**src/rtl/core/psp_pkg.sv**
```systemverilog
// psp_pkg: shared types, constants and codes for the particle store block
// no dependencies; imported by every module of the block
`default_nettype none
package psp_pkg;

   // store geometry: one row of 32 words per slot, 21 of them used
   localparam int SLOTS     = 64;
   localparam int SLOT_W    = 6;
   localparam int ATTR_W    = 5;
   localparam int NUM_ATTR  = 21;
   localparam int ADDR_W    = SLOT_W + ATTR_W;
   localparam int MEM_DEPTH = 1 << ADDR_W;

   // op codes
   localparam logic [1:0] OP_TICK  = 2'd0;
   localparam logic [1:0] OP_WRITE = 2'd1;
   localparam logic [1:0] OP_READ  = 2'd2;

   // csr indexes
   localparam logic CSR_GROUND  = 1'b0;
   localparam logic CSR_ATTRACT = 1'b1;

   // attribute indexes
   localparam int A_AGE    = 0;
   localparam int A_LIFE   = 1;
   localparam int A_POSX   = 2;
   localparam int A_POSY   = 3;
   localparam int A_POSZ   = 4;
   localparam int A_VELX   = 5;
   localparam int A_VELY   = 6;
   localparam int A_VELZ   = 7;
   localparam int A_COLR   = 8;
   localparam int A_COLG   = 9;
   localparam int A_COLB   = 10;
   localparam int A_ALPHA  = 11;
   localparam int A_SIZE   = 12;
   localparam int A_GRAV   = 13;
   localparam int A_COLRD  = 14;
   localparam int A_COLGD  = 15;
   localparam int A_COLBD  = 16;
   localparam int A_ALPHAD = 17;
   localparam int A_SIZED  = 18;
   localparam int A_GRAVD  = 19;
   localparam int A_PREVY  = 20;

   // q16.16 constants
   localparam logic signed [31:0] FIX_NEG_ONE = -32'sd65536;
   localparam logic signed [31:0] GROUND_Y    = -32'sd1638400;
   localparam logic signed [31:0] SLOW_VY     = -32'sd327680;
   localparam logic signed [32:0] GRAV_K      = -33'sd642253;
   localparam logic [4:0]         PULL_K      = 5'd25;

   typedef struct packed {
      logic [1:0]          op;
      logic [5:0]          slot;
      logic [4:0]          attribute;
      logic signed [31:0]  value;
      logic [30:0]         time_delta;
      logic signed [31:0]  attract_x;
      logic signed [31:0]  attract_y;
      logic signed [31:0]  attract_z;
   } psp_req_type;

   typedef struct packed {
      logic signed [31:0]  read_data;
      logic [6:0]          live_count;
   } psp_rsp_type;

   // start strobes for the root / divide unit
   typedef struct packed {
      logic sqrt_go;
      logic div_go;
   } rd_ctl_type;

endpackage
`default_nettype wire

```
**src/rtl/core/psp_root_div.sv**
```systemverilog
// psp_root_div: shared iterative unit, integer square root (one bit per cycle)
// and the unit-vector divide (one quotient bit per cycle); depends on psp_pkg
`default_nettype none
module psp_root_div
   import psp_pkg::*;
(
   input  wire logic        clock,
   input  wire logic        reset,
   input  wire rd_ctl_type  ctl,
   input  wire logic [61:0] sq_arg,
   input  wire logic [29:0] div_mag,
   input  wire logic [30:0] div_len,
   output logic             done,
   output logic [30:0]      result
);

   localparam logic [4:0] SQRT_STEPS = 5'd31;
   localparam logic [4:0] DIV_STEPS  = 5'd17;

   logic        busy_ff, is_sqrt_ff, done_ff;
   logic [4:0]  cnt_ff;
   logic [61:0] rad_ff;
   logic [33:0] rem_ff;
   logic [30:0] acc_ff;
   logic [16:0] numlo_ff;
   logic [30:0] den_ff;

   logic [33:0] sq_rem2, sq_trial, dv_rem2, dv_den;

   always_comb begin
      sq_rem2  = {rem_ff[31:0], rad_ff[61:60]};
      sq_trial = {1'b0, acc_ff, 2'b01};
      dv_rem2  = {rem_ff[32:0], numlo_ff[16]};
      dv_den   = {3'b000, den_ff};
   end

   always_ff @(posedge clock) begin
      if (reset) begin
         busy_ff <= 1'b0;
         done_ff <= 1'b0;
         cnt_ff  <= '0;
      end else begin
         done_ff <= busy_ff && (cnt_ff == 5'd1);
         if (ctl.sqrt_go) begin
            busy_ff    <= 1'b1;
            is_sqrt_ff <= 1'b1;
            cnt_ff     <= SQRT_STEPS;
            rad_ff     <= sq_arg;
            rem_ff     <= '0;
            acc_ff     <= '0;
         end else if (ctl.div_go) begin
            busy_ff    <= 1'b1;
            is_sqrt_ff <= 1'b0;
            cnt_ff     <= DIV_STEPS;
            rem_ff     <= {5'd0, div_mag[29:1]};
            numlo_ff   <= {div_mag[0], 16'd0};
            den_ff     <= div_len;
            acc_ff     <= '0;
         end else if (busy_ff) begin
            cnt_ff <= cnt_ff - 5'd1;
            if (cnt_ff == 5'd1) begin
               busy_ff <= 1'b0;
            end
            if (is_sqrt_ff) begin
               rad_ff <= {rad_ff[59:0], 2'b00};
               if (sq_rem2 >= sq_trial) begin
                  rem_ff <= sq_rem2 - sq_trial;
                  acc_ff <= {acc_ff[29:0], 1'b1};
               end else begin
                  rem_ff <= sq_rem2;
                  acc_ff <= {acc_ff[29:0], 1'b0};
               end
            end else begin
               numlo_ff <= {numlo_ff[15:0], 1'b0};
               if (dv_rem2 >= dv_den) begin
                  rem_ff <= dv_rem2 - dv_den;
                  acc_ff <= {acc_ff[29:0], 1'b1};
               end else begin
                  rem_ff <= dv_rem2;
                  acc_ff <= {acc_ff[29:0], 1'b0};
               end
            end
         end
      end
   end

   assign done   = done_ff;
   assign result = acc_ff;

   a_no_restart: assert property (@(posedge clock) disable iff (reset)
      busy_ff |-> !(ctl.sqrt_go || ctl.div_go))
      else $error("root/div restarted while busy");

   a_done_after_busy: assert property (@(posedge clock) disable iff (reset)
      done_ff |-> $past(busy_ff))
      else $error("done without a running operation");

   a_unit_bound: assert property (@(posedge clock) disable iff (reset)
      (done_ff && !is_sqrt_ff) |-> (acc_ff <= 31'd65536))
      else $error("unit component above one");

endmodule
`default_nettype wire

```
**config.mk**
```make
export PLATFORM = sky130hd
export DESIGN_NAME = psp_root_div
export DESIGN_NICKNAME = d
export VERILOG_FILES = /design/src/rtl/core/psp_pkg.sv /design/src/rtl/core/psp_root_div.sv
export SDC_FILE = /design/constraint.sdc
export NUM_CORES = 1
export LEC_CHECK = 0
export CAP_MARGIN = 40
export CORE_MARGIN = 2
export CORE_UTILIZATION = 55
export CTS_CLUSTER_SIZE = 24
export DETAILED_ROUTE_END_ITERATION = 8
export DONT_BUFFER_PORTS = 1
export PLACE_DENSITY = 0.71
export SLEW_MARGIN = 30
export SYNTH_ARGS = -nofsm -noshare
export SYNTH_HDL_FRONTEND = slang
export SYNTH_SLANG_ARGS = --single-unit
```
**constraint.sdc**
```tcl
create_clock -name clock -period 5.3 [get_ports clock]
set_clock_uncertainty 0.05 [all_clocks]
set_input_delay 0.53 -clock clock [delete_from_list [all_inputs] [get_ports clock]]
set_output_delay 0.53 -clock clock [all_outputs]
set_load 0.01 [all_outputs]
```
Word-level counts from Yosys, hierarchy flattened

Cells that the tools add are included.

Input port bits: 127
Flip-flop bits (word level): 182
Word-level logic and storage cells: 57
Output and inout port bits: 32

Bitwise gates (word level): 2
Reduce and logical (&&, ||, !) cells: 12
Add/subtract/negate cells: 3
$lt $le $gt $ge: 2
Multiplexer cells: 24
Equality and inequality tests: 3

Operators by type and width:

| cell                                             | count |
|---|---|
| two-way mux 62 bit                               | 4 |
| two-way mux 33 bit                               | 4 |
| two-way mux 17 bit                               | 3 |
| greater-or-equal comparator 34 x 31 -> 1 bit     | 1 |
| greater-or-equal comparator 34 x 33 -> 1 bit     | 1 |
| subtractor 33 x 31 -> 33 bit                     | 1 |
| subtractor 33 bit                                | 1 |
| two-way mux 31 bit                               | 1 |
| two-way mux 29 bit                               | 1 |
| two-way mux 5 bit                                | 3 |
| two-way mux 1 bit                                | 8 |
| AND reduction 4 bit                              | 2 |
| nonzero test 2 bit                               | 4 |
| == test 5 x 1 -> 1 bit, second input constant    | 1 |
| subtractor 5 x 1 -> 5 bit, second input constant | 1 |
| AND reduction 2 bit                              | 2 |
| AND reduction 3 bit                              | 1 |
| nonzero test 3 bit                               | 1 |
| != test 2 x 1 -> 1 bit, second input constant    | 1 |
| != test 2 bit, second input constant             | 1 |
| NOT 1 bit                                        | 2 |
| OR reduction 2 bit                               | 1 |
| logical AND 1 bit                                | 1 |

Depth between registers and ports, before layout

Gate-level depths: netlist (run 1).

Word-level depth: 5
Depth in mapped cells: 15
Depth with buffers taken out: 14

Worst setup path before layout (run 1)

OpenSTA, ideal clock, no wires.

Path kind: in2reg
Start point: input ctl[0] (netlist name)
End point: register rem_ff[0] (enable)
Required time: 4.764 ns
Path slack: 0.856 ns
Arrival: 3.908 ns
Stages on the path: 5
Buffers on the path: 2
Setup time: 0.486 ns
Cell sequence: clkbuf_1 or2_2 clkbuf_1 nor2_1 nor2_1

Word-level cells in the longest chain between the ends: 2

RTL lines:

| what                                 | line               | RTL |
|---|---|---|
| from (decl)                          | psp_root_div.sv:9  | `input wire rd_ctl_type ctl,` |
| nonzero test 3 bit (no source line)  | n/a                |  |
| AND reduction 2 bit (no source line) | n/a                |  |
| to (signal assigned)                 | psp_root_div.sv:55 | `rem_ff <= {5'd0, div_mag[29:1]};` |
| to (signal assigned)                 | psp_root_div.sv:67 | `rem_ff <= sq_rem2 - sq_trial;` |
| to (signal assigned)                 | psp_root_div.sv:70 | `rem_ff <= sq_rem2;` |
| to (decl)                            | psp_root_div.sv:23 | `logic [33:0] rem_ff;` |

No other way between the ends.
A chain may end at the register's enable or synchronous reset.

Worst setup path after layout (run 1)

Start point: register numlo_ff[16]
End point: register rem_ff[15] (data pin)

Word-level cells in the longest chain between the ends: 5
Elaborated cells on any way between the ends: 6
Classes of those cells: 1 x add/sub; 1 x order compare; 4 x mux

RTL lines:

| what                                                                                                | line                                   | RTL |
|---|---|---|
| from (decl)                                                                                         | psp_root_div.sv:25                     | `logic [16:0] numlo_ff;` |
| from (signal assigned)                                                                              | psp_root_div.sv:56                     | `numlo_ff <= {div_mag[0], 16'd0};` |
| from (signal assigned)                                                                              | psp_root_div.sv:74                     | `numlo_ff <= {numlo_ff[15:0], 1'b0};` |
| subtractor 33 x 31 -> 33 bit / greater-or-equal comparator 34 x 31 -> 1 bit (equally long branches) | psp_root_div.sv:76, psp_root_div.sv:75 |  |
| two-way mux 33 bit (*)                                                                              | psp_root_div.sv:75                     | `if (dv_rem2 >= dv_den) begin` |
| two-way mux 33 bit (*)                                                                              | psp_root_div.sv:64                     | `if (is_sqrt_ff) begin` |
| two-way mux 33 bit (*)                                                                              | psp_root_div.sv:59                     | `end else if (busy_ff) begin` |
| two-way mux 29 bit (*)                                                                              | psp_root_div.sv:51                     | `end else if (ctl.div_go) begin` |
| to (signal assigned)                                                                                | psp_root_div.sv:55                     |  |
| to (signal assigned)                                                                                | psp_root_div.sv:67                     |  |
| to (signal assigned)                                                                                | psp_root_div.sv:76                     | `rem_ff <= dv_rem2 - dv_den;` |

Mark *: on every way between the ends. The rest lies on a longest branch, timed or not. The select of a mux whose other input is x is not followed.

==> results of run 1 <==
synth_stat cells, drive strengths merged, types with 3 or more instances:
| library cell | number |
|---|---|
| nand4 | 15 |
| mux2i | 5 |
| edfxtp | 159 |
| nand2 | 83 |
| and2 | 6 |
| a31oi | 19 |
| o21bai | 9 |
| a221oi | 3 |
| buf | 21 |
| a211oi | 24 |
| nor3 | 13 |
| ha | 66 |
| o21ai | 39 |
| a21oi | 93 |
| o221ai | 5 |
| o31ai | 8 |
| o41ai | 3 |
| a21boi | 5 |
| a22o | 13 |
| nor4 | 3 |
| nand3 | 13 |
| o211ai | 14 |
| a31o | 4 |
| and3 | 5 |
| dfxtp | 7 |
| nor2b | 4 |
| xor2 | 25 |
| a32o | 6 |
| mux2 | 61 |
| o21a | 9 |
| nor2 | 94 |
| inv | 87 |
| nand2b | 5 |
| a211o | 3 |
| clkbuf | 30 |
| a21o | 25 |
| xnor2 | 38 |
per-layer routing:
| metal | up-vias | wire length (um) | track usage |
|---|---|---|---|
| li1 | 3887 | - | - |
| met1 | 3862 | 10300 | 0.296 |
| met2 | 313 | 13300 | 0.444 |
| met3 | 59 | 2240 | 0.0717 |
| met4 | 2 | 761 | 0.0946 |
| met5 | - | 7 | 0 |
path summary, 6_finish.rpt:
check	to	slack (ns)
setup / recovery	rem_ff[15]	1.22
hold / removal	cnt_ff[4]	0.1
setup reg to reg	rem_ff[15]	1.22
hold reg to reg	rad_ff[9]	0.50
registers in the layout (all words and copies together), names as in the netlist:
name,cells
rad_ff,62
done,1
is_sqrt_ff,1
numlo_ff,1
result,31
cnt_ff,5
den_ff,31
busy_ff,1
rem_ff,33
cells in the final DEF (no fill, tap or decap), drive strengths merged, types with 10 or more instances in the layout:
cell	netlist	layout
a21oi	93	93
a22o	13	13
nand4	15	15
nand3	13	13
inv	87	91
o21ai	39	39
ha	66	66
nor2	94	94
clkbuf	30	17
nor3	13	13
mux2	61	61
xnor2	38	38
xor2	25	25
buf	21	10
a21o	25	25
nand2	83	83
o211ai	14	14
clkinv	0	10
a211oi	24	24
edfxtp	159	159
a31oi	19	19
worst register-to-register path, stage by stage, from the launching register on:
cell	delay, ns
edfxtp_1	0.39
inv_1	0.07
ha_1	0.17
inv_1	0.06
fa_1	0.40
a21o_1	0.22
a221oi_2	0.36
o21ai_1	0.19
o211ai_2	0.24
nand3_2	0.16
a21oi_4	0.57
buf_4	0.37
nor2_1	0.08
a211oi_1	0.23
a31oi_1	0.07
a22o_1	0.20
power groups by stage:
stage               sequential [W]  combinational (W)  clock (W)
global route               0.00163            0.00112    0.00135
finish                     0.00162            0.00101    0.00128
floorplan                  0.00162           0.000827          0
global placement           0.00165           0.000982          0
detailed placement         0.00165           0.000994          0
CTS                        0.00162            0.00100    0.00130
metrics by stage:
stage	hold slack, ns	util	setup WS (ns)
final	0.0993	0.606	1.22
after detailed placement	0.485	0.572	1.32
after CTS	0.0914	0.605	1.28
after global routing	0.0888	0.606	0.912
after global placement	0.478	0.571	1.45
after floorplan	0.475	-	0.856
logic make-up (layout without fill, tap and decap cells):
group,after synthesis,in the layout,synth area share
AO/OA/AOI/OAI,304,304,0.197
buffers and inverters,138,129,0.0521
AND/OR/NAND/NOR,254,254,0.107
flip-flops,166,166,0.449
adder cells (fa/ha/maj),67,67,0.0773
other,0,2,0
multiplexers,66,66,0.0674
XOR/XNOR,63,63,0.0504
layout make-up:
type	count	area share
antenna	2	0.000424
clock buffer	17	0.0360
clock inverter	15	0.0174
inverter	87	0.0277
multi-input combinational	754	0.464
sequential	166	0.416
tap	265	0.0281
timing repair buffer	10	0.00975
==> results.sh, run 1 <==
export IMPL_status="finished, final reports clean"
export IMPL_via_per_inst=6.17
export IMPL_power_switching_w=0.00131
export IMPL_cts_tree="built"
export IMPL_fin_crit_ns=4.08
export IMPL_drc=0
export IMPL_power_frac_comb=0.258
export IMPL_endpoint_kind="register"
export IMPL_cts_made_buffers=17
export IMPL_portBuffers=0
export IMPL_area_growth_pct=7.89
export IMPL_dp_cells=1281
export IMPL_fmax_mhz=245
export IMPL_hold_viol=0
export IMPL_grt_max_degree=76
export IMPL_die_x_um=145
export IMPL_relSlewSlack=0.534
export IMPL_crit_slowest_cell="a21oi_4"
export IMPL_clk_root_buffer_cell="clkbuf_16"
export IMPL_drv_cap=0
export IMPL_synth_edff_count=159
export IMPL_power_frac_clock=0.328
export IMPL_tightest_slew_ns=0.698
export IMPL_clock_latency_ns=0.44
export IMPL_hp_class="input pin to register"
export IMPL_clock_sinks=166
export IMPL_dr_pass1_iters=6
export IMPL_async_reset_ff_frac=0
export IMPL_synth_area_leaders="edfxtp_1, ha_1, mux2_2, a21oi_1, nor2_1"
export IMPL_drive_above_1_share=0.131
export IMPL_drt_total_wl_um=26700
export IMPL_r2r_cells=15
export IMPL_grt_remaining_overflow=0
export IMPL_worstReg2RegStart="numlo_ff[16]"
export IMPL_syn_inst=1058
export IMPL_peakVddDrop_mv=0.256
export IMPL_p_leak_nw=4.59
export IMPL_cts_hold_buf=0
export IMPL_yosys_area_top_type_share=0.436
export IMPL_syn_nets=1252
export IMPL_core_sq_um=19500
export IMPL_drt_iter0_markers=572
export IMPL_path_depth=15
export IMPL_crit_family="compound AO/OA/AOI/OAI gates"
export IMPL_slew_violations=0
export IMPL_placementRows=51
export IMPL_setup_violations=0
export IMPL_switching_share=0.335
export IMPL_postRouteAntennaNets=0
export IMPL_hold_start="reset"
export IMPL_dp_hpwl_um=19900
export IMPL_yosys_area_top_type="edfxtp_1"
export IMPL_antenna_found_initial=2
export IMPL_slowest_delay_ns=0.57
export IMPL_start_kind="register"
export IMPL_pwr_share_seq=0.414
export IMPL_critPathMaxFanout=29
export IMPL_power_density_nw_per_um2=332
export IMPL_cp_arrival_ns=4.23
export IMPL_num_vias=8123
export IMPL_wl_per_cell_um=20.3
export IMPL_ys_warn_count=0
export IMPL_ys_ff_latch=166
export IMPL_grt_usage=0.254
export IMPL_path_clk_slew_ns=0.08
export IMPL_start_util=0.562
export IMPL_fin_nets=1230
export IMPL_tns_ns=0
export IMPL_routabilityCongestion=0.936
export IMPL_num_fill_cells=1617
export IMPL_power_w=0.00392
export IMPL_synth_area_sq_um=10900
export IMPL_rsz0062_at_grt="no"
export IMPL_path_buf_inv=3
export IMPL_syn_avg_cell_area_sq_um=10.3
export IMPL_yosysSeqAreaShare=0.449
export IMPL_htree_levels=4
export IMPL_timing_final_crit_share=0.769
export IMPL_cts_resized=0
export IMPL_crit_start="numlo_ff[16]"
export IMPL_cts_setup_buffers=0
export IMPL_cpMostUsedCell="inv_1"
export IMPL_die_y_um=145
export IMPL_multi_input_area_sq_um=5480
export IMPL_power_internal_w=0.00261
export IMPL_grt_pass1_wl_um=41900
export IMPL_synth_distinct_cells=81
export IMPL_crit_chain="inv_1 > ha_1 > inv_1 > fa_1 > a21o_1 > a221oi_2 > o21ai_1 > o211ai_2 > nand3_2 > a21oi_4 > buf_4 > nor2_1 > a211oi_1 > a31oi_1 > a22o_1"
export IMPL_grt_pass1_vias=8049
export IMPL_min_path_cells=1
export IMPL_seqCellArea_sq_um=4910
export IMPL_dieArea_sq_um=21000
export IMPL_required_ns=5.45
export IMPL_placed_cell_area_sq_um=11100
export IMPL_design_area_sq_um=11800
export IMPL_final_cell_count_no_fill=1316
export IMPL_critical_path_class="register to register"
export IMPL_ys_flop_type="edfxtp_1"
export IMPL_clk_path_buf_depth=2
export IMPL_io_pins=159
(Power assumes the default switching activity.)
==> run 2, diff against run 1 <==
Settings changed: PLACE_DENSITY 0.71 to 0.74.
Clock period 5.3 ns to 3.68 ns, I/O delays scaled along.
==> run 2 against run 1 <==
Effect of this change:
- die area unchanged
- worst hold slack worse by 0.090 ns
- critical endpoint is now rem_ff[31]
- final area increased by 4.4%
- sequential share of layout area down 1.7 points
- utilization grew 2.7 points
- first-iteration DRC count down 5.4%
- combinational power is 54% higher
- non-clock buffer count rose by 61
- power increased by 46%
- global-route usage increased by 0.32 points
==> results.sh, run 2 (synthesis results as in run 1) <==
export IMPL_wl_per_cell_um=19.9
export IMPL_relSlewSlack=0.494
export IMPL_crit_slowest_cell="edfxtp_1"
export IMPL_tightest_slew_ns=0.759
export IMPL_endpoint_kind="register"
export IMPL_critical_path_class="register to register"
export IMPL_fin_hold_ws_ns=0.00940
export IMPL_cp_arrival_ns=3.73
export IMPL_hold_start="ctl[1]"
export IMPL_num_vias=8377
export IMPL_drt_iter0_markers=541
export IMPL_grt_pass1_wl_um=42400
export IMPL_power_density_nw_per_um2=464
export IMPL_timing_final_crit_share=0.981
export IMPL_die_x_um=145
export IMPL_worstReg2RegStart="rem_ff[19]"
export IMPL_portBuffers=0
export IMPL_required_ns=3.80
export IMPL_slowest_delay_ns=0.52
export IMPL_start_util=0.562
export IMPL_status="finished, final reports clean"
export IMPL_clock_sinks=166
export IMPL_routabilityCongestion=0.945
export IMPL_area_growth_pct=12.6
export IMPL_slew_violations=0
export IMPL_p_leak_nw=4.86
export IMPL_top_register="rad_ff"
export IMPL_clk_root_buffer_cell="clkbuf_16"
export IMPL_cts_made_buffers=17
export IMPL_cts_tree="built"
export IMPL_hold_end="cnt_ff[3]"
export IMPL_antenna_found_initial=2
export IMPL_drc=0
export IMPL_fin_nets=1291
export IMPL_hold_viol=0
export IMPL_postRouteAntennaNets=0
export IMPL_grt_max_degree=75
export IMPL_htree_levels=4
export IMPL_power_w=0.00572
export IMPL_critPathMaxFanout=12
export IMPL_peakVddDrop_mv=0.340
export IMPL_drive_above_1_share=0.150
export IMPL_io_pins=159
export IMPL_r2r_cells=13
export IMPL_crit_chain="ha_1 > and4_1 > nand2_1 > nor4_1 > nand3_1 > o21ai_1 > a21oi_4 > clkbuf_2 > buf_4 > clkbuf_16 > a2111oi_2 > xnor2_1 > a21oi_1"
export IMPL_min_path_cells=2
export IMPL_path_clk_slew_ns=0.08
export IMPL_core_sq_um=19500
export IMPL_final_common_cell="edfxtp_1"
export IMPL_hp_class="input pin to register"
export IMPL_drt_total_wl_um=27400
export IMPL_setup_violations=0
export IMPL_clock_latency_ns=0.45
export IMPL_clk_path_buf_depth=2
export IMPL_placementRows=51
export IMPL_dr_pass1_iters=5
export IMPL_grt_usage=0.257
export IMPL_mostFrequentLayoutCells="edfxtp_1, nor2_1, a21oi_1, inv_1, nand2_1"
export IMPL_die_y_um=145
export IMPL_fmax_mhz=277
export IMPL_drv_cap=0
export IMPL_r2r_end="rem_ff[31]"
export IMPL_start_kind="register"
export IMPL_grt_remaining_overflow=0
export IMPL_grt_pass1_vias=8296
export IMPL_r2r_slack_ns=0.07
export IMPL_via_per_inst=6.09
export IMPL_largest_reg_flops=62
export IMPL_top_regs="rad_ff: 62 flops, rem_ff: 33 flops"
export IMPL_dieArea_sq_um=21000
export IMPL_fin_crit_ns=3.61
export IMPL_dp_hpwl_um=20200
export IMPL_antennaDiodeCount=0
## run 2: cell types whose count changed in the layout (fill, tap and decap cells not counted), moves of 2 or more
cell / previous run / this run
clkinv_8: 9 / 5
buf_4: 8 / 35
dlygate4sd3_1: 0 / 33
inv_8: 3 / 6
buf_16: 2 / 0
diode_2: 2 / 0
## run 2: report_power, final
part | switching, W | internal, W | leakage [nW] | total (W)
Combinational | 0.000882 | 0.000676 | 2.97 | 0.00156
Clock | 0.000902 | 0.000922 | 0.297 | 0.00182
Sequential | 0.000116 | 0.00222 | 1.59 | 0.00234
Total | 0.00190 | 0.00382 | 4.86 | 0.00572
## run 2: metal layers
layer,GRT usage,share of wire,up-vias
li1,-,-,3997
met1,0.295,0.38,3982
met2,0.444,0.49,311
met3,0.0642,0.075,85
met4,0.133,0.047,2
met5,0,0.00047,-
## run 2: final cells by class
cell class	instances	area, sq um
Fill cell	1629	7140
Multi-Input combinational cell	754	5500
Sequential cell	166	4910
Timing Repair Buffer	71	643
Clock buffer	17	425
Tap cell	265	332
Inverter	87	327
Clock inverter	15	180
## run 2: repair_timing
| item | CTS | global route |
|---|---|---|
| setup endpoints to repair | 0 | 29 |
| setup buffers | 0 | 10 |
| hold buffers | 33 | 0 |
| hold endpoints to repair | 38 | 0 |
| resized for setup | 0 | 3 |
## run 2: worst max path at each step
stage               slack (ns)  cells after the start    endpoint         start
finish                    0.07                     13  rem_ff[31]    rem_ff[19]
global route             -0.04                     13  rem_ff[31]    rem_ff[19]
CTS                      0.004                     15  rem_ff[16]  numlo_ff[16]
detailed placement        0.03                     15  rem_ff[16]  numlo_ff[16]
global placement          0.18                     15  rem_ff[13]  numlo_ff[16]
floorplan                 0.18                      3   den_ff[0]        ctl[0]
## run 2: per-stage QoR
| step | utilization | TNS, ns | worst slack [ns] | cell area (sq um) | instances |
|---|---|---|---|---|---|
| floorplan | - | 0 | 0.179 | 10900 | 1058 |
| global placement | 0.579 | 0 | 0.183 | 11300 | 1299 |
| detailed placement | 0.579 | 0 | 0.0282 | 11300 | 1299 |
| CTS | 0.627 | 0 | 0.00378 | 12200 | 1364 |
| global route | 0.633 | -0.0375 | -0.0375 | 12300 | 1375 |
| finish | 0.633 | 0 | 0.0715 | 12300 | 1375 |
## run 2: worst max-delay path, delay by kind of cell, from the launching register on
| kind | cells | cell delay, ns |
|---|---|---|
| AO/OA/AOI/OAI | 4 | 0.85 |
| XOR/XNOR | 1 | 0.17 |
| adder cells (fa/ha/maj) | 1 | 0.47 |
| buffers and inverters | 3 | 0.47 |
| flip-flops | 1 | 0.52 |
| AND/OR/NAND/NOR | 4 | 0.81 |
